--- config.mk ---
export PLATFORM = sky130hd
export DESIGN_NAME = uint16_radix_ascii_formatter_core_flat
export DESIGN_NICKNAME = d
export VERILOG_FILES = /design/src/hw/rtl/uraf_pkg.sv /design/src/hw/rtl/uraf_in_if.sv /design/src/hw/rtl/uraf_out_if.sv /design/src/hw/rtl/uraf_dp.sv /design/src/hw/rtl/uraf_ctrl.sv /design/src/hw/rtl/uint16_radix_ascii_formatter_core.sv /design/src/flat_wrapper.sv
export SDC_FILE = /design/constraint.sdc
export NUM_CORES = 1
export LEC_CHECK = 0
export BUFFER_PORTS_ARGS = -buffer_cell sky130_fd_sc_hd__buf_4
export CAP_MARGIN = 20
export CORE_MARGIN = 2
export CORE_UTILIZATION = 30
export CTS_CLUSTER_SIZE = 25
export DETAILED_ROUTE_END_ITERATION = 7
export PLACE_DENSITY = 0.55
export SLEW_MARGIN = 25
export SYNTH_ARGS = -nofsm -noshare
export SYNTH_HDL_FRONTEND = slang
export SYNTH_SLANG_ARGS = --single-unit
--- constraint.sdc ---
create_clock -name clk -period 2.48 [get_ports clk]
set_input_delay 0.372 -clock clk [delete_from_list [all_inputs] [get_ports clk]]
set_output_delay 0.372 -clock clk [all_outputs]
set_load 0.1 [all_outputs]
--- src/hw/rtl/uraf_pkg.sv ---
// Shared types, constants and helpers for the radix ASCII formatter.
// No dependencies; every other file of the formatter imports this package.
`default_nettype none

package uraf_pkg;

  localparam int VALUE_BITS = 16;
  localparam int KIND_W     = 2;
  localparam int PORT_W     = 3;
  localparam int CHAR_W     = 8;

  localparam int HEX_DIGITS = (VALUE_BITS + 3) / 4;
  localparam int HEX_W      = HEX_DIGITS * 4;
  localparam int BCD_DIGITS = (VALUE_BITS * 302) / 1000 + 1;
  localparam int BCD_W      = BCD_DIGITS * 4;
  localparam int CNT_W      = $clog2(VALUE_BITS + 1);

  localparam logic [CHAR_W-1:0] ASCII_ZERO     = 8'd48;
  localparam logic [CHAR_W-1:0] HEX_LETTER_GAP = 8'd7;
  localparam logic [CHAR_W-1:0] CHAR_CR        = 8'd13;
  localparam logic [CHAR_W-1:0] CHAR_LF        = 8'd10;
  localparam logic [PORT_W-1:0] CRLF_PORT      = 3'd0;

  typedef enum logic [KIND_W-1:0] {
    KIND_CHAR = 2'd0,
    KIND_BIN  = 2'd1,
    KIND_DEC  = 2'd2,
    KIND_HEX  = 2'd3
  } kind_t;

  typedef enum logic [1:0] {
    SEL_DATA = 2'd0,
    SEL_CR   = 2'd1,
    SEL_LF   = 2'd2
  } emit_sel_t;

  typedef enum logic [2:0] {
    ST_IDLE = 3'd0,
    ST_CONV = 3'd1,
    ST_SKIP = 3'd2,
    ST_EMIT = 3'd3,
    ST_CR   = 3'd4,
    ST_LF   = 3'd5
  } state_t;

  typedef struct packed {
    logic      load;
    logic      dd_step;
    logic      skip;
    logic      emit;
    emit_sel_t sel;
    logic      last;
  } dp_cmd_t;

  typedef struct packed {
    kind_t kind;
    logic  cnt_one;
    logic  top_zero;
    logic  out_free;
  } dp_stat_t;

  function automatic logic [CHAR_W-1:0] digit_to_ascii(input logic [3:0] d);
    logic [CHAR_W-1:0] base;
    base = ASCII_ZERO + {4'b0000, d};
    if (d > 4'd9) begin
      return base + HEX_LETTER_GAP;
    end
    return base;
  endfunction

endpackage

`default_nettype wire

--- src/hw/rtl/uraf_in_if.sv ---
// Input channel of the radix ASCII formatter: valid/ready plus value, format and port.
// Depends on uraf_pkg.
`default_nettype none

interface uraf_in_if import uraf_pkg::*; ();
  logic                  valid;
  logic                  ready;
  logic [VALUE_BITS-1:0] value;
  logic [KIND_W-1:0]     kind;
  logic [PORT_W-1:0]     port;

  modport source (output valid, output value, output kind, output port, input ready);
  modport sink   (input valid, input value, input kind, input port, output ready);
endinterface

`default_nettype wire

--- src/hw/rtl/uraf_out_if.sv ---
// Result channel of the radix ASCII formatter: valid/ready plus one character.
// Depends on uraf_pkg.
`default_nettype none

interface uraf_out_if import uraf_pkg::*; ();
  logic              valid;
  logic              ready;
  logic [CHAR_W-1:0] ascii_char;
  logic [PORT_W-1:0] dest_port;
  logic              last;

  modport source (output valid, output ascii_char, output dest_port, output last,
                  input ready);
  modport sink   (input valid, input ascii_char, input dest_port, input last,
                  output ready);
endinterface

`default_nettype wire

--- src/hw/rtl/uraf_dp.sv ---
// Datapath: holds the request, runs the binary to BCD shift-add-3 steps, shifts
// digits out and owns the output register. Depends on uraf_pkg and both interfaces.
`default_nettype none

module uraf_dp import uraf_pkg::*; (
  input  wire logic    clk,
  input  wire logic    rst_n,
  uraf_in_if.sink      in_chan,
  uraf_out_if.source   out_chan,
  input  wire dp_cmd_t cmd,
  output dp_stat_t     stat
);

  logic [HEX_W-1:0]  val_r,  val_nxt;
  logic [BCD_W-1:0]  bcd_r,  bcd_nxt;
  logic [CNT_W-1:0]  cnt_r,  cnt_nxt;
  kind_t             kind_r, kind_nxt;
  logic [PORT_W-1:0] port_r, port_nxt;

  logic              out_valid_r, out_valid_nxt;
  logic [CHAR_W-1:0] out_char_r,  out_char_nxt;
  logic [PORT_W-1:0] out_port_r,  out_port_nxt;
  logic              out_last_r,  out_last_nxt;

  logic [BCD_W-1:0]  bcd_adj;
  logic [3:0]        top_dig;
  logic [CHAR_W-1:0] data_char;
  logic              cnt_one;
  kind_t             in_kind;
  logic [HEX_W-1:0]  in_right;
  logic [HEX_W-1:0]  in_left;

  assign in_kind  = kind_t'(in_chan.kind);
  assign in_right = HEX_W'(in_chan.value);
  assign in_left  = HEX_W'(in_chan.value) << (HEX_W - VALUE_BITS);
  assign cnt_one  = (cnt_r == CNT_W'(1));
  assign top_dig  = (kind_r == KIND_DEC) ? bcd_r[BCD_W-1 -: 4] : val_r[HEX_W-1 -: 4];

  always_comb begin
    for (int i = 0; i < BCD_DIGITS; i++) begin
      bcd_adj[i*4 +: 4] = (bcd_r[i*4 +: 4] >= 4'd5) ? bcd_r[i*4 +: 4] + 4'd3
                                                    : bcd_r[i*4 +: 4];
    end
  end

  always_comb begin
    case (kind_r)
      KIND_CHAR: data_char = val_r[CHAR_W-1:0];
      KIND_BIN:  data_char = ASCII_ZERO + {7'b0000000, val_r[HEX_W-1]};
      default:   data_char = digit_to_ascii(top_dig);
    endcase
  end

  always_comb begin
    val_nxt       = val_r;
    bcd_nxt       = bcd_r;
    cnt_nxt       = cnt_r;
    kind_nxt      = kind_r;
    port_nxt      = port_r;
    out_valid_nxt = out_valid_r;
    out_char_nxt  = out_char_r;
    out_port_nxt  = out_port_r;
    out_last_nxt  = out_last_r;

    if (out_chan.ready) begin
      out_valid_nxt = 1'b0;
    end

    if (cmd.load) begin
      kind_nxt = in_kind;
      port_nxt = in_chan.port;
      bcd_nxt  = '0;
      case (in_kind)
        KIND_CHAR: begin
          val_nxt = in_right;
          cnt_nxt = CNT_W'(1);
        end
        KIND_BIN: begin
          val_nxt = in_left;
          cnt_nxt = CNT_W'(VALUE_BITS);
        end
        KIND_DEC: begin
          val_nxt = in_left;
          cnt_nxt = CNT_W'(VALUE_BITS);
        end
        default: begin
          val_nxt = in_right;
          cnt_nxt = CNT_W'(HEX_DIGITS);
        end
      endcase
    end else if (cmd.dd_step) begin
      bcd_nxt = {bcd_adj[BCD_W-2:0], val_r[HEX_W-1]};
      val_nxt = val_r << 1;
      cnt_nxt = cnt_one ? CNT_W'(BCD_DIGITS) : cnt_r - CNT_W'(1);
    end else if (cmd.skip) begin
      if (kind_r == KIND_DEC) begin
        bcd_nxt = bcd_r << 4;
      end else begin
        val_nxt = val_r << 4;
      end
      cnt_nxt = cnt_r - CNT_W'(1);
    end else if (cmd.emit) begin
      out_valid_nxt = 1'b1;
      out_last_nxt  = cmd.last;
      case (cmd.sel)
        SEL_CR: begin
          out_char_nxt = CHAR_CR;
          out_port_nxt = CRLF_PORT;
        end
        SEL_LF: begin
          out_char_nxt = CHAR_LF;
          out_port_nxt = CRLF_PORT;
        end
        default: begin
          out_char_nxt = data_char;
          out_port_nxt = port_r;
          cnt_nxt      = cnt_r - CNT_W'(1);
          case (kind_r)
            KIND_BIN: val_nxt = val_r << 1;
            KIND_DEC: bcd_nxt = bcd_r << 4;
            KIND_HEX: val_nxt = val_r << 4;
            default:  val_nxt = val_r;
          endcase
        end
      endcase
    end
  end

  always_ff @(posedge clk) begin
    if (!rst_n) begin
      out_valid_r <= 1'b0;
    end else begin
      out_valid_r <= out_valid_nxt;
    end
  end

  always_ff @(posedge clk) begin
    val_r      <= val_nxt;
    bcd_r      <= bcd_nxt;
    cnt_r      <= cnt_nxt;
    kind_r     <= kind_nxt;
    port_r     <= port_nxt;
    out_char_r <= out_char_nxt;
    out_port_r <= out_port_nxt;
    out_last_r <= out_last_nxt;
  end

  assign out_chan.valid      = out_valid_r;
  assign out_chan.ascii_char = out_char_r;
  assign out_chan.dest_port  = out_port_r;
  assign out_chan.last       = out_last_r;

  assign stat.kind     = kind_r;
  assign stat.cnt_one  = cnt_one;
  assign stat.top_zero = (top_dig == 4'd0);
  assign stat.out_free = !out_valid_r || out_chan.ready;

endmodule

`default_nettype wire

--- src/hw/rtl/uraf_ctrl.sv ---
// Controller state machine: accepts a request and sequences conversion, zero
// skipping, digit output and CR LF. Depends on uraf_pkg and uraf_in_if.
`default_nettype none

module uraf_ctrl import uraf_pkg::*; (
  input  wire logic     clk,
  input  wire logic     rst_n,
  uraf_in_if.sink       in_chan,
  input  wire dp_stat_t stat,
  output dp_cmd_t       cmd
);

  state_t state_r, state_nxt;
  logic   in_ready;

  always_ff @(posedge clk) begin
    if (!rst_n) begin
      state_r <= ST_IDLE;
    end else begin
      state_r <= state_nxt;
    end
  end

  always_comb begin
    cmd       = '0;
    state_nxt = state_r;
    in_ready  = 1'b0;
    case (state_r)
      ST_IDLE: begin
        in_ready = 1'b1;
        if (in_chan.valid) begin
          cmd.load = 1'b1;
          case (kind_t'(in_chan.kind))
            KIND_DEC: state_nxt = ST_CONV;
            KIND_HEX: state_nxt = ST_SKIP;
            default:  state_nxt = ST_EMIT;
          endcase
        end
      end
      ST_CONV: begin
        cmd.dd_step = 1'b1;
        if (stat.cnt_one) begin
          state_nxt = ST_SKIP;
        end
      end
      ST_SKIP: begin
        if (stat.top_zero && !stat.cnt_one) begin
          cmd.skip = 1'b1;
        end else begin
          state_nxt = ST_EMIT;
        end
      end
      ST_EMIT: begin
        if (stat.out_free) begin
          cmd.emit = 1'b1;
          cmd.sel  = SEL_DATA;
          cmd.last = stat.cnt_one && (stat.kind == KIND_DEC);
          if (stat.cnt_one) begin
            state_nxt = (stat.kind == KIND_DEC) ? ST_IDLE : ST_CR;
          end
        end
      end
      ST_CR: begin
        if (stat.out_free) begin
          cmd.emit  = 1'b1;
          cmd.sel   = SEL_CR;
          state_nxt = ST_LF;
        end
      end
      ST_LF: begin
        if (stat.out_free) begin
          cmd.emit  = 1'b1;
          cmd.sel   = SEL_LF;
          cmd.last  = 1'b1;
          state_nxt = ST_IDLE;
        end
      end
      default: begin
        state_nxt = ST_IDLE;
      end
    endcase
  end

  assign in_chan.ready = in_ready;

endmodule

`default_nettype wire

--- src/hw/rtl/uint16_radix_ascii_formatter_core.sv ---
// Sequence: a request is taken in idle; char and binary then go straight to digit output,
// hex first skips leading zero digits, and decimal first runs the 16 shift-add-3 steps of
// the BCD converter and then skips leading zeros. Char, binary and hex runs end in CR LF.
// Throughput: one character per cycle from the output register while the receiver is ready;
// a new request is taken only once the previous run's last character has been registered.
// Reset: synchronous active-low rst_n empties the output register and idles the FSM.
`default_nettype none

module uint16_radix_ascii_formatter_core import uraf_pkg::*; (
  input  wire logic  clk,
  input  wire logic  rst_n,
  uraf_in_if.sink    in_chan,
  uraf_out_if.source out_chan
);

  dp_cmd_t  cmd;
  dp_stat_t stat;

  uraf_ctrl u_ctrl (
    .clk     (clk),
    .rst_n   (rst_n),
    .in_chan (in_chan),
    .stat    (stat),
    .cmd     (cmd)
  );

  uraf_dp u_dp (
    .clk      (clk),
    .rst_n    (rst_n),
    .in_chan  (in_chan),
    .out_chan (out_chan),
    .cmd      (cmd),
    .stat     (stat)
  );

endmodule

`default_nettype wire

--- src/flat_wrapper.sv ---
// flat-port wrapper written by rule: the top's interface ports become plain ports
module uint16_radix_ascii_formatter_core_flat import uraf_pkg::*;
  (clk, rst_n, in_chan_valid, in_chan_value, in_chan_kind, in_chan_port, in_chan_ready, out_chan_valid, out_chan_ascii_char, out_chan_dest_port, out_chan_last, out_chan_ready);
  uraf_in_if in_chan_i ();
  uraf_out_if out_chan_i ();
  input  wire logic clk;
  input  wire logic rst_n;
  input wire logic [$bits(in_chan_i.valid)-1:0] in_chan_valid;
  input wire logic [$bits(in_chan_i.value)-1:0] in_chan_value;
  input wire logic [$bits(in_chan_i.kind)-1:0] in_chan_kind;
  input wire logic [$bits(in_chan_i.port)-1:0] in_chan_port;
  output wire logic [$bits(in_chan_i.ready)-1:0] in_chan_ready;
  output wire logic [$bits(out_chan_i.valid)-1:0] out_chan_valid;
  output wire logic [$bits(out_chan_i.ascii_char)-1:0] out_chan_ascii_char;
  output wire logic [$bits(out_chan_i.dest_port)-1:0] out_chan_dest_port;
  output wire logic [$bits(out_chan_i.last)-1:0] out_chan_last;
  input wire logic [$bits(out_chan_i.ready)-1:0] out_chan_ready;
  assign in_chan_i.valid = in_chan_valid;
  assign in_chan_i.value = in_chan_value;
  assign in_chan_i.kind = in_chan_kind;
  assign in_chan_i.port = in_chan_port;
  assign in_chan_ready = in_chan_i.ready;
  assign out_chan_valid = out_chan_i.valid;
  assign out_chan_ascii_char = out_chan_i.ascii_char;
  assign out_chan_dest_port = out_chan_i.dest_port;
  assign out_chan_last = out_chan_i.last;
  assign out_chan_i.ready = out_chan_ready;
  uint16_radix_ascii_formatter_core u_core (.clk(clk), .rst_n(rst_n), .in_chan(in_chan_i), .out_chan(out_chan_i));
endmodule
==> flow_metrics.env, run 1 <==
export IMPL_seq_area_um2=1630
export IMPL_worstHoldPathType="input port to flop"
export IMPL_vias=3312
export IMPL_nFillCells=1291
export IMPL_area_delta_synth_final_pct=23.9
export IMPL_syn_inst=421
export IMPL_cp_max_fo=16
export IMPL_hold_violations=0
export IMPL_globalplace_congestion=0.824
export IMPL_leakagePower_nw=1.85
export IMPL_worstSkewPairLatency_ps=330
export IMPL_r2r_slack_ps=150
export IMPL_cts_sinks=62
export IMPL_r2r_cells=8
export IMPL_core_um2=12600
export IMPL_synth_area_leaders="edfxtp_1 30%, dfxtp_1 13%, ha_1 6.8%, o21ai_0 5.6%, a21oi_1 5.2%"
export IMPL_nNetsFinal=514
export IMPL_cp_slowest_cell="edfxtp_1"
export IMPL_hold_depth=1
export IMPL_wl_per_cell_um=15.3
export IMPL_endpoint_kind="flop"
export IMPL_criticalPathCategory="flop to flop"
export IMPL_min_period_ps=2330
export IMPL_hp_start="in_chan_port[0]"
export IMPL_cts_setup_buffers=0
export IMPL_gr_usage_all_layers_pct=15.2
export IMPL_drc_errors=0
export IMPL_h_tree_depth=3
export IMPL_drive_gt1_share_pct=19.5
export IMPL_totalPowerFinal_w=0.00643
export IMPL_slew_headroom_pct=71.8
export IMPL_clkTransAtPathRegs_ps=60
export IMPL_fp_dieW_um=117
export IMPL_yosys_warnings=0
export IMPL_port_buffers=38
export IMPL_fin_skew_ps=8.42
export IMPL_hold_end="u_core.u_dp.port_r[0]$_DFFE_PP_"
export IMPL_avgSynthCellArea_um2=9.11
export IMPL_synthesis_nets=467
export IMPL_synth_flop_cell="edfxtp_1"
export IMPL_synth_edf_count=38
export IMPL_syn_area_um2=3840
export IMPL_antenna_cells=0
export IMPL_boundaryPins=39
export IMPL_tightest_slew_ps=417
export IMPL_dieArea_um2=13700
export IMPL_ys_seq_area_share_pct=42.3
export IMPL_wirelength_mm=9.84
export IMPL_reg2reg_from="u_core.u_dp.kind_r[1]$_DFFE_PP_"
export IMPL_initial_core_util_pct=30.5
export IMPL_hpwl_mm=6.85
export IMPL_ys_seq_elements=62
export IMPL_critPathLaunchType="flop"
export IMPL_finalSetupViolations=0
export IMPL_setup_tns_ps=0
export IMPL_period_share_pct=93.8
export IMPL_die_y_um=117
export IMPL_status="complete, no violations"
export IMPL_first_pass_iters=4
export IMPL_rows=41
export IMPL_cts_tree="done"
export IMPL_synth_top_area_cell="edfxtp_1"
export IMPL_grt_pass1_wl_mm=16.4
export IMPL_cp_arrival_ps=2340
export IMPL_yosysUniqueCellTypes=58
export IMPL_slew_violations=0
export IMPL_holdBufCountCts=0
export IMPL_antenna_found_initial=0
export IMPL_synth_top_area_share_pct=29.7
export IMPL_cts_path_max_buffers=2
export IMPL_maxCapViolCount=0
export IMPL_crit_chain="nand2b_4 -> mux2i_1 -> ha_1 -> and2_1 -> nand3_1 -> nor2_1 -> a211o_1 -> a21o_4"
export IMPL_reg2reg_to="u_core.u_dp.val_r[3]$_DFFE_PP_"
export IMPL_cts_root_buf="clkbuf_16"
export IMPL_synth_async_sr_flop_share_pct=0
export IMPL_viasPerCell=5.13
export IMPL_rsz0062_at_grt="no"
export IMPL_vdd_ir_drop_max_v=0.000414
export IMPL_drt_initial_drc_count=237
export IMPL_grt_overflow_total=0
export IMPL_required_ps=2490
export IMPL_multiInputGateArea_um2=2070
export IMPL_grt_max_degree=32
export IMPL_cts_made_buffers=9
export IMPL_fmax_mhz=430
export IMPL_cellPowerDensity_nw_per_um2=1350
export IMPL_grt_pass1_vias=3295
export IMPL_synth_most_common_cell="o21ai_0"
export IMPL_drtAntennaViolNets=0
export IMPL_ys_top_cells_by_count="43 x o21ai_0, 40 x a21oi_1, 38 x edfxtp_1, 31 x nand2_1, 31 x nor2_1"
export IMPL_critical_path_max_stage_delay_ps=430
## kinds of logic (layout without fill, tap and decap cells)
logic type,Yosys count,count (layout),synth area share [%]
buffers and inverters,44,96,4.86
AOI/OAI and AO/OA,155,155,25.1
adders and majority gates,21,21,6.85
muxes,10,10,2.67
and+or+nand+nor,120,120,16.2
xor gates and xnor gates,9,9,2.05
DFF,62,62,42.3
## worst max-delay path by stage
stage,endpoint,from,slack (ps)
2_1_floorplan,u_core.u_dp.val_r[0]$_SDFFCE_PN0P_,u_core.u_ctrl.state_r[1]$_SDFFE_PN0P_,20
3_3_place_gp,u_core.u_dp.bcd_r[3]$_SDFFE_PP0P_,out_chan_ready,150
3_5_place_dp,u_core.u_dp.out_chan.ascii_char[0]$_DFFE_PP_,u_core.u_dp.kind_r[1]$_DFFE_PP_,100
4_1_cts,u_core.u_dp.out_chan.ascii_char[0]$_DFFE_PP_,u_core.u_dp.kind_r[1]$_DFFE_PP_,90
5_1_grt,u_core.u_dp.out_chan.ascii_char[1]$_DFFE_PP_,u_core.u_dp.kind_r[1]$_DFFE_PP_,4
6_report,u_core.u_dp.val_r[3]$_DFFE_PP_,u_core.u_dp.kind_r[1]$_DFFE_PP_,150
## through the flow
step	area (µm²)	util, %	worst slack [ps]	instances	hold slack (ps)
floorplan	3860	-	21.5	421	470
global placement	4440	35.3	150	629	502
detailed placement	4440	35.3	97.4	629	510
CTS	4740	37.7	89.1	645	209
global route	4750	37.8	3.50	645	207
finish	4750	37.8	154	645	220
## per-layer routing
| layer | up-vias | track usage, % | share of wire (%) |
|---|---|---|---|
| met4 | 0 | 4.00 | 0.71 |
| met5 | - | 0 | 0 |
| met3 | 6 | 4.07 | 3.7 |
| li1 | 1658 | - | - |
| met1 | 1600 | 19.5 | 47 |
| met2 | 48 | 25.5 | 49 |
## power breakdown
part           internal (W)  switching [W]  total [W]  leakage [nW]
registers           0.00167       0.000425    0.00209         0.563
clock network      0.000873       0.000452    0.00133         0.151
logic               0.00119        0.00182    0.00301          1.14
## area by class of cell
cell class,instances,area share (%)
flip-flops and latches,62,34.2
clock inverters,5,1.55
multi-input cells,315,43.4
clock buffers,11,4.89
well taps,172,4.53
inverters,19,1.50
repair buffers,61,9.89
## worst max-delay path: cells and delay by family, from the launching register on
kind                     cells  cell delay [ps]
multiplexers                 1              350
adder cells (fa/ha/maj)      1              210
AND/OR/NAND/NOR              4              600
AO/OA/AOI/OAI                2              410
flip-flops                   1              430
## sequential cells by signal, summed over array words and instances, names as in the netlist, 2 cells and up
register and cells:
u_core.u_ctrl.state_r 3, u_core.u_dp.bcd_r 20, u_core.u_dp.cnt_r 5, u_core.u_dp.kind_r 2, u_core.u_dp.out_chan.ascii_char 8, u_core.u_dp.out_chan.dest_port 3
u_core.u_dp.port_r 3, u_core.u_dp.val_r 16
## placed cells by master, fill, tap and decap left out, types with 18 or more instances in the layout
cell | synthesis | routed
buf_4 | 0 | 60
o21ai_0 | 43 | 43
a21oi_1 | 40 | 40
edfxtp_1 | 38 | 38
nand2_1 | 31 | 31
nor2_1 | 31 | 31
a31oi_1 | 24 | 24
dfxtp_1 | 24 | 23
ha_1 | 21 | 21
inv_1 | 18 | 18
## timing repair
| action | in CTS | in global routing |
|---|---|---|
| hold endpoints to repair | 0 | 0 |
| setup endpoints to repair | 0 | 33 |
| gates resized for setup | 0 | 3 |
(Power assumes the default switching activity.)
==> run 2, diff against run 1 <==
--- a/config.mk
+++ b/config.mk
@@ -8,10 +8,10 @@
 export BUFFER_PORTS_ARGS = -buffer_cell sky130_fd_sc_hd__buf_4
 export CAP_MARGIN = 20
 export CORE_MARGIN = 2
-export CORE_UTILIZATION = 30
+export CORE_UTILIZATION = 54
 export CTS_CLUSTER_SIZE = 25
 export DETAILED_ROUTE_END_ITERATION = 7
-export PLACE_DENSITY = 0.55
+export PLACE_DENSITY = 0.84
 export SLEW_MARGIN = 25
 export SYNTH_ARGS = -nofsm -noshare
 export SYNTH_HDL_FRONTEND = slang
==> run 2 against run 1 <==
Compared with the run above:
- sequential share of layout area rose by 1.3 points
- worst hold slack got worse by 19 ps
- fmax fell by 5.3%
- combinational power rose by 2%
- largest power group unchanged
==> flow_metrics.env, run 2 (synthesis results as in run 1) <==
export IMPL_crit_chain="nand2b_4 -> mux2i_2 -> ha_1 -> and2_1 -> nand3_1 -> nor2_1 -> a211o_1 -> a21o_4"
export IMPL_boundaryPins=39
export IMPL_top_register="u_core.u_dp.bcd_r"
export IMPL_rows=30
export IMPL_cp_max_fo=16
export IMPL_die_y_um=88.3
export IMPL_cts_path_max_buffers=2
export IMPL_cellPowerDensity_nw_per_um2=1350
export IMPL_slew_violations=0
export IMPL_area_delta_synth_final_pct=19.2
export IMPL_cp_arrival_ps=2500
export IMPL_tightest_slew_ps=400
export IMPL_largest_reg_flops=20
export IMPL_critPathLaunchType="flop"
export IMPL_slew_headroom_pct=72.9
export IMPL_period_share_pct=99.0
export IMPL_required_ps=2520
export IMPL_worstHoldPathType="input port to flop"
export IMPL_cts_tree="done"
export IMPL_cts_root_buf="clkbuf_8"
export IMPL_critPathBufInv=0
export IMPL_layout_setup_ws_ps=25.3
export IMPL_min_period_ps=2450
export IMPL_core_um2=6830
export IMPL_grt_pass1_wl_mm=15.6
export IMPL_drc_errors=0
export IMPL_criticalPathCategory="flop to flop"
export IMPL_critical_path_max_stage_delay_ps=440
export IMPL_viasPerCell=6.09
export IMPL_cp_slowest_cell="edfxtp_1"
export IMPL_holdBufCountCts=0
export IMPL_cp_top_family="simple AND/OR/NAND/NOR gates"
export IMPL_mostFrequentLayoutCells="57 x buf_4, 43 x o21ai_0, 40 x a21oi_1, 38 x edfxtp_1"
export IMPL_grt_max_degree=42
export IMPL_cts_sinks=62
export IMPL_worstSkewPairLatency_ps=350
export IMPL_first_pass_iters=7
export IMPL_cts_setup_buffers=0
export IMPL_nNetsFinal=511
export IMPL_antenna_found_initial=0
export IMPL_fmax_mhz=407
export IMPL_cts_made_buffers=9
export IMPL_hold_slack_ps=201
export IMPL_globalplace_congestion=0.857
export IMPL_gr_usage_all_layers_pct=25.7
export IMPL_hold_violations=0
export IMPL_hpwl_mm=6.53
export IMPL_pre_cts_slack_ps=13.9
export IMPL_h_tree_depth=3
export IMPL_antenna_cells=0
export IMPL_clkTransAtPathRegs_ps=70
export IMPL_finalSetupViolations=0
export IMPL_grt_overflow_total=0
export IMPL_leakagePower_nw=1.79
export IMPL_drive_gt1_share_pct=19.8
export IMPL_drt_initial_drc_count=347
export IMPL_initial_core_util_pct=56.2
export IMPL_dieArea_um2=7790
export IMPL_fin_skew_ps=8.29
export IMPL_endpoint_kind="flop"
export IMPL_vias=3445
export IMPL_port_buffers=38
export IMPL_fp_dieW_um=88.3
export IMPL_drtAntennaViolNets=0
export IMPL_status="complete, no violations"
export IMPL_maxCapViolCount=0
export IMPL_vdd_ir_drop_max_v=0.000626
export IMPL_wirelength_mm=9.46
export IMPL_layout_commonest_cell="buf_4"
export IMPL_grt_pass1_vias=3345
export IMPL_wl_per_cell_um=16.7
-- run 2: cell types whose count changed in the layout (fill, tap and decap cells not counted), sizes merged --
cell / change
clkbuf: -2
clkinvlp: +2
inv: +2
buf: -3
clkinv: -2
-- run 2: what timing repair did --
item	CTS	global route
gates resized for setup	0	8
gates cloned	0	0
setup endpoints to repair	4	49
-- run 2: layer usage --
metal | up-vias | global-route usage (%) | share of wire (%)
met2 | 146 | 43.7 | 49
met5 | - | 0 | 0
met1 | 1622 | 31.5 | 41
met3 | 33 | 5.41 | 6.6
met4 | 0 | 11.4 | 3.2
li1 | 1644 | - | -
-- run 2: report_power, final --
part | total [W] | switching (W) | internal, W | leakage, nW
Clock | 0.00101 | 0.000438 | 0.000569 | 0.104
Sequential | 0.00210 | 0.000433 | 0.00166 | 0.563
Combinational | 0.00307 | 0.00188 | 0.00119 | 1.13
-- run 2: final timing paths --
| path | start | to | slack, ps | cells after the start |
|---|---|---|---|---|
| max | u_core.u_dp.kind_r[1]$_DFFE_PP_ | u_core.u_dp.val_r[9]$_DFFE_PP_ | 30 | 8 |
| min | in_chan_port[0] | u_core.u_dp.port_r[0]$_DFFE_PP_ | 200 | 1 |
| max reg2reg | u_core.u_dp.kind_r[1]$_DFFE_PP_ | u_core.u_dp.val_r[9]$_DFFE_PP_ | 30 | 8 |
| min reg2reg | u_core.u_dp.bcd_r[3]$_SDFFE_PP0P_ | u_core.u_dp.bcd_r[3]$_SDFFE_PP0P_ | 530 | 2 |
-- run 2: stage by stage --
stage                     std cells  setup TNS (ps)  utilization [%]  power [W]  cell area, µm²
final                           566               0             67.0    0.00617            4570
after global routing            566            -738             67.0    0.00659            4570
after CTS                       566           -35.7             66.4    0.00608            4540
after detailed placement        550               0             63.2    0.00505            4320
after global placement          550               0             63.2    0.00489            4320
after floorplan                 421               0                -    0.00425            3860
-- run 2: worst register-to-register path: cells and delay by family (launching register included) --
family | cells | cell delay (ps)
muxes | 1 | 340
and+or+nand+nor | 4 | 710
adders and majority gates | 1 | 260
AOI/OAI and AO/OA | 2 | 410
DFF | 1 | 440
-- run 2: layout make-up --
| class | instances | area, µm² |
|---|---|---|
| fillers | 551 | 2260 |
| clock buffers | 9 | 124 |
| repair buffers | 58 | 448 |
| multi-input cells | 315 | 2090 |
| inverters | 19 | 71.3 |
| flip-flops and latches | 62 | 1630 |
| clock inverters | 7 | 96.3 |
| well taps | 96 | 120 |
